## config.mk

```make
export PLATFORM = sky130hd
export DESIGN_NAME = hppp_fifo
export DESIGN_NICKNAME = d
export VERILOG_FILES = /design/src/hw/rtl/hppp_pkg.sv /design/src/hw/rtl/hppp_fifo.sv
export SDC_FILE = /design/constraint.sdc
export NUM_CORES = 1
export LEC_CHECK = 0
export ABC_AREA = 1
export BUFFER_PORTS_ARGS = -buffer_cell sky130_fd_sc_hd__buf_4
export CELL_PAD_IN_SITES_DETAIL_PLACEMENT = 1
export CELL_PAD_IN_SITES_GLOBAL_PLACEMENT = 1
export CORE_ASPECT_RATIO = 1.75
export CORE_UTILIZATION = 35
export CTS_BUF_LIST = sky130_fd_sc_hd__clkbuf_4
export CTS_CLUSTER_DIAMETER = 30
export DETAILED_ROUTE_END_ITERATION = 7
export PLACE_DENSITY_LB_ADDON = 0.05
export SETUP_SLACK_MARGIN = 0.3
export SLEW_MARGIN = 20
export SYNTH_ARGS = -nofsm -noshare
export SYNTH_HDL_FRONTEND = slang
export SYNTH_SLANG_ARGS = --single-unit
```

## constraint.sdc

```tcl
create_clock -name clk -period 5.9 [get_ports clk]
set_input_delay 0.295 -clock clk [delete_from_list [all_inputs] [get_ports clk]]
set_output_delay 0.295 -clock clk [all_outputs]
set_load 0.1 [all_outputs]
```

## src/hw/rtl/hppp_pkg.sv

```systemverilog
// Shared types, constants and arithmetic step functions for the hyperboloid translate block.
package hppp_pkg;

  localparam int FRAC_BITS_DEF   = 24;
  localparam int QUEUE_DEPTH_DEF = 4;
  localparam int SHIFT_W         = 29;
  localparam int WEIGHT_W        = 17;
  localparam int WEIGHT_FRAC     = 16;
  localparam int REG_IDX_W       = 3;
  localparam int CFG_DATA_W      = 29;
  localparam logic [WEIGHT_W-1:0] WEIGHT_ONE = 17'd65536;

  typedef enum logic [REG_IDX_W-1:0] {
    REG_SHIFT_X      = 3'd0,
    REG_SHIFT_Y      = 3'd1,
    REG_SHIFT_Z      = 3'd2,
    REG_BLEND_WEIGHT = 3'd3,
    REG_THREE_D_MODE = 3'd4,
    REG_PLAIN_SHIFT  = 3'd5
  } reg_index_t;

  typedef logic signed [31:0] word_t;
  typedef logic signed [SHIFT_W-1:0] shift_t;
  typedef logic [2:0][31:0] vec3_t;
  typedef logic [8:0][31:0] blk_t;

  typedef struct packed {
    logic signed [31:0] coord_x;
    logic signed [31:0] coord_y;
    logic signed [31:0] coord_z;
  } point_t;

  typedef struct packed {
    logic signed [31:0] out_first;
    logic signed [31:0] out_second;
    logic signed [31:0] out_third;
  } result_t;

  // configuration as seen by the datapath; t already has z forced to zero in 2D
  typedef struct packed {
    logic [2:0][SHIFT_W-1:0] t;
    logic                    plain;
    logic                    three_d;
    logic [WEIGHT_W-1:0]     weight;
  } cfg_view_t;

  typedef struct packed {
    logic [33:0] rem;
    logic [31:0] root;
  } sqrt_st_t;

  typedef struct packed {
    logic [32:0] rem;
    logic        q;
  } div_st_t;

  function automatic word_t sat32(logic signed [65:0] v);
    logic signed [65:0] hi;
    logic signed [65:0] lo;
    hi = 66'sd2147483647;
    lo = -66'sd2147483648;
    if (v > hi) return 32'sh7FFF_FFFF;
    if (v < lo) return 32'sh8000_0000;
    return word_t'(v[31:0]);
  endfunction

  // one result bit of a digit-by-digit square root, two radicand bits in
  function automatic sqrt_st_t sqrt_step(sqrt_st_t s, logic [1:0] bits);
    logic [35:0] acc;
    logic [35:0] trial;
    sqrt_st_t r;
    acc   = {s.rem, bits};
    trial = {2'b00, s.root, 2'b01};
    if (acc >= trial) begin
      r.rem  = 34'(acc - trial);
      r.root = {s.root[30:0], 1'b1};
    end else begin
      r.rem  = acc[33:0];
      r.root = {s.root[30:0], 1'b0};
    end
    return r;
  endfunction

  // one quotient bit of restoring division; rem stays below den
  function automatic div_st_t div_step(logic [32:0] rem, logic [32:0] den, logic bit_in);
    logic [33:0] acc;
    div_st_t r;
    acc = {rem, bit_in};
    if (acc >= {1'b0, den}) begin
      r.rem = 33'(acc - {1'b0, den});
      r.q   = 1'b1;
    end else begin
      r.rem = acc[32:0];
      r.q   = 1'b0;
    end
    return r;
  endfunction

endpackage

```

## src/hw/rtl/hppp_fifo.sv

```systemverilog
// Small register queue with full/empty flags.
module hppp_fifo #(
  parameter int WIDTH = 96,
  parameter int DEPTH = hppp_pkg::QUEUE_DEPTH_DEF
) (
  input  logic             clk,
  input  logic             rst,
  input  logic             push,
  input  logic [WIDTH-1:0] wdata,
  input  logic             pop,
  output logic [WIDTH-1:0] rdata,
  output logic             full,
  output logic             empty
);
  localparam int PW = (DEPTH > 1) ? $clog2(DEPTH) : 1;
  localparam int CW = $clog2(DEPTH + 1);

  logic [WIDTH-1:0] mem [DEPTH];
  logic [PW-1:0]    wr_ptr;
  logic [PW-1:0]    rd_ptr;
  logic [CW-1:0]    count;
  logic             do_push;
  logic             do_pop;

  assign full    = (count == CW'(DEPTH));
  assign empty   = (count == '0);
  assign do_push = push && !full;
  assign do_pop  = pop && !empty;
  assign rdata   = mem[rd_ptr];

  always_ff @(posedge clk) begin
    if (rst) begin
      wr_ptr <= '0;
      rd_ptr <= '0;
      count  <= '0;
    end else begin
      if (do_push) wr_ptr <= (wr_ptr == PW'(DEPTH - 1)) ? '0 : wr_ptr + 1'b1;
      if (do_pop)  rd_ptr <= (rd_ptr == PW'(DEPTH - 1)) ? '0 : rd_ptr + 1'b1;
      if (do_push && !do_pop)      count <= count + 1'b1;
      else if (do_pop && !do_push) count <= count - 1'b1;
    end
    if (do_push) mem[wr_ptr] <= wdata;
  end

endmodule

```

# Word level (Yosys, flattened, before mapping)
# Memory sizes are Yosys's and may differ from the RTL's. A register that Yosys moved wholly into a read port is not among the register bits.
# Cells that the tools add are included.
dict set report word_totals {
  reg_bits 7
  ram_bits 384
  in_bits 100
  out_inout_bits 98
  elab_cells 29
  n_memories 1
}
# name words word_bits read_ports rd_clocked_by_memory_dff write_ports line_no
set memory_table {}
lappend memory_table {mem 4 96 1 1 1 hppp_fifo.sv:18} ;# logic [WIDTH-1:0] mem [DEPTH];
dict set report op_classes {
  addsub 4
  eq_ne 3
  n_mux 8
  reduce_logical 10
}
# cell count
set op_table {}
lappend op_table {{$mux 2} 4}
lappend op_table {{$mux 3} 2}
lappend op_table {{$add 2x1->2 const B} 2}
lappend op_table {{$eq 2x2->1 const B} 2}
lappend op_table {{$logic_and 1x1->1} 4}
lappend op_table {{$logic_not 1->1} 4}
lappend op_table {{$add 3x1->3 const B} 1}
lappend op_table {{$eq 3x3->1 const B} 1}
lappend op_table {{$logic_not 3->1} 1}
lappend op_table {{$sub 3x1->3 const B} 1}
lappend op_table {{$mux 1} 2}
lappend op_table {{$reduce_bool 2->1} 1}

# Depth between registers and ports, before layout
dict set report logic_depth {
  ltp_word 7
  depth_mapped 13
  mapped_depth_nobuf 13
}

# Worst setup path after synthesis
# Ideal clock, no wire load.
dict set report synth_timing {
  path_kind {register -> register}
  start {register count[0]}
  end {memory mem[0][0] (enable)}
  setup_time_ns 0.552
  t_arrival_ns 4.690
  required_time_ns 5.348
  slack_ns 0.658
  path_stages_with_launch 5
  n_path_buf 0
  synth_period_minus_slack_ns 5.242
  cell_sequence {dfxtp_1 > nor2_1 > nand2_1 > nand2_1 > nor2_1}
}
dict set report synth_via {
  elab_chain_cells 5
}
# element line_no
set synth_rtl {}
lappend synth_rtl {{start: declaration} hppp_fifo.sv:21} ;# logic [CW-1:0] count;
lappend synth_rtl {{start signal: assignment} hppp_fifo.sv:39} ;# if (do_push && !do_pop) count <= count + 1'b1;
lappend synth_rtl {{start signal: assignment} hppp_fifo.sv:40} ;# else if (do_pop && !do_push) count <= count - 1'b1;
lappend synth_rtl {{$eq 3x3->1} hppp_fifo.sv:25} ;# assign full = (count == CW'(DEPTH));
lappend synth_rtl {{$logic_not 1->1} hppp_fifo.sv:27} ;# assign do_push = push && !full;
lappend synth_rtl {{$logic_and 1x1->1} hppp_fifo.sv:27}
lappend synth_rtl {{$mux 1} hppp_fifo.sv:42} ;# if (do_push) mem[wr_ptr] <= wdata;
lappend synth_rtl {{$mux 1 (not written as such)} hppp_fifo.sv:42}
lappend synth_rtl {{end: declaration} hppp_fifo.sv:18}
# No other way between the ends.

==> impl_results.md <==
- Setup TNS Final: 0 ps
- Io pins: between 150 and 200
- Bufs on Longest Clock Path: 3
- Post-synthesis mux area share: 0%
- Critical Path AT: 3570 ps
- Layout cell share with drive strength beyond 1: between 20% and 30%
- Pin count of the biggest net entering global routing: about 110
- Routed via count: 9607
- Simple-Gate Fraction of Synth Area: 5.84%
- Run status: completed
- Post-synth cell types: 22
- Synthesized flop and latch total: ~390
- Routed WL: about 38 mm
- Grt ovf: 0
- Hold Vio Cnt, Final: 0
- Worst Setup End Kind: primary output
- Fill cells: between 4000 and 5000
- Post-route minimum period: slightly below 4000 ps
- Post-synthesis cell count: 999
- Clock sink count: 393
- Commonest non-fill, non-tap cell in the layout: edfxtp_1
- RSZ-0062 raised after global routing: no
- Die W: roughly 160 um
- Multi-input logic area: 2570 um^2
- Largest area contributor in the netlist: edfxtp_1
- H-tree Lvls: 3
- Die area: approximately 43000 um^2
- Residual DRC: 0
- HPWL after DPL: 20.6 mm
- Sequential cell area: roughly 12000 um^2
- Post-synthesis compound-gate area fraction: around a tenth
- Final setup fails: 0
- Area of the core: around 42000 um^2
- Fin nets: approximately 1500
- R2r startpoint: count[0]
- TritonRoute pass-1 iters: 5
- Synth top area share: 78.0%
- Slowest CP cell: clkinv_2
- Mapped Avg Cell Area: roughly 15 um^2
- Die Height: roughly 270 um
- Max Cap Viol: 0
- CTS tree: built
- Worst setup SP type: flop
- Worst Min Path Start: rst
- Most frequent cells in the layout: 384 x edfxtp_1, 210 x buf_4, 205 x nor2_1
- Hold Crit Class: input pin to flop
- Mapped cell area: 14800 um^2
- Initial Util: ~36%
- Total Routing Usage GR: between 10% and 20%
- First-pass GRT wire length: ~58 mm
- Max_slew headroom: between 30% and 40%
- Post-route ant nets: 0
- Worst Setup Path Type: flop to primary output
- Crit path largest cell delay: between 800 and 900 ps
- # rows: 99
- CTS root buffer: clkbuf_4
- Worst slew pin tran: about 1000 ps
- Wire per inst: roughly 19 um
- Placer Congestion: 0.693
- Initial drt markers: between 200 and 300
- Post-Synth XOR/XNOR Area: 0.0593%
- Vias in the first global route: 10400
- Cell-by-cell trace of the critical path: clkinv_2, buf_4, o21ai_1, o22ai_1, buf_4
- Crit-path max FO: 52
- WP data required: about 5600 ps
- Synth Warn #: 0
- Post-DR vias/cell: 4.85
- Worst-Skew Late Latency: roughly 770 ps
- P&R area growth vs syn: 27.7%
- Clock skew: approximately 33 ps
- Slew Limit Fails: 0
- Sequential-to-total area share from yosys stat: about four fifths
- Num CTS Buffers: 94
- Port buffer count: 197
- Tcrit/Tclk final: between 60 and 70%
- Area share of fa/ha/maj cells after synthesis: less than 1%
- Peak Freq: 259 MHz
- Largest family of logic cells by synthesized area: compound AO/OA/AOI/OAI gates
- Cell repeated most along the worst path: buf_4
- Clk slew on worst S/H paths: 70 ps
- Initial antenna violation count: 3
- Syn_nets: ~1100
- Dominant cells by area after synthesis: edfxtp_1 78%, nor2_1 5.3%, o22ai_1 4.1%, o21ai_0 3.5%, o21ai_1 3.1%
## layer usage
layer  vias up  part of all wire [%]  global-route usage (%)
met1      4820                    39                    19.5
met2       213                    54                    33.0
met3        66                   5.2                    4.83
met5         -                 0.045                       0
met4         2                   2.0                    7.00
li1       4506                     -                       -
## what timing repair did
item | 4_1_cts | 5_1_grt
endpoints found under the hold margin | 393 | 0
setup buffers | 0 | 0
hold buffers | 99 | 0
gates resized for setup | 0 | 0
endpoints found under the setup margin | 0 | 0
## final timing paths
| path | endpoint | slack [ps] | depth (start not counted) |
|---|---|---|---|
| hold reg to reg | count[1] | 550 | 2 |
| setup reg to reg | mem[2][48] | 3180 | 5 |
| setup / recovery | rdata[4] | 2030 | 5 |
| hold / removal | count[0] | 220 | 3 |
## state kept, by name, summed over array words and instances, names as in the netlist, named ones only
signal / flops
count: 3
rd_ptr: 2
mem: 384
wr_ptr: 2
## through the flow
step,cell area [um^2],utilization (%),hold WS [ps],setup slack (ps),cells
after floorplan,14800,-,367,658,999
after global placement,16700,40.0,466,2710,1703
after detailed placement,16700,40.0,468,2700,1703
after CTS,18900,45.3,145,1820,1975
after global routing,18900,45.3,157,1700,1979
final,18900,45.3,224,2030,1979
## final cells by class
class / instances / area share, %
Timing Repair Buffer: 310 / 13.7
Multi-Input combinational cell: 526 / 13.6
Antenna cell: 4 / 0.0530
Clock buffer: 142 / 5.65
Sequential cell: 393 / 62.1
Inverter: 18 / 0.391
Tap cell: 555 / 3.68
Clock inverter: 31 / 0.795
## synth_stat cells (all sizes together)
master	number
nand4	1
ha	6
nand3b	2
xor2	1
nand3	1
a21oi	2
buf	42
o21ai	193
fa	1
nand2	14
dfxtp	9
inv	18
nor2	209
edfxtp	384
o22ai	96
clkbuf	20
## kinds of logic after synthesis
logic type / after synthesis
buf+inv: 80
simple gates: 227
fa+ha+maj: 7
compound gates: 291
flops: 393
xor+xnor: 1
## worst max-delay path: cells and delay by family (launching register included)
kind | cells | cell delay (ps)
buffers and inverters | 3 | 1740
AO/OA/AOI/OAI | 2 | 300
flip-flops | 1 | 690
Power is not shown: default switching activity piles up to over one toggle a cycle in this logic, so the estimate is an artifact.
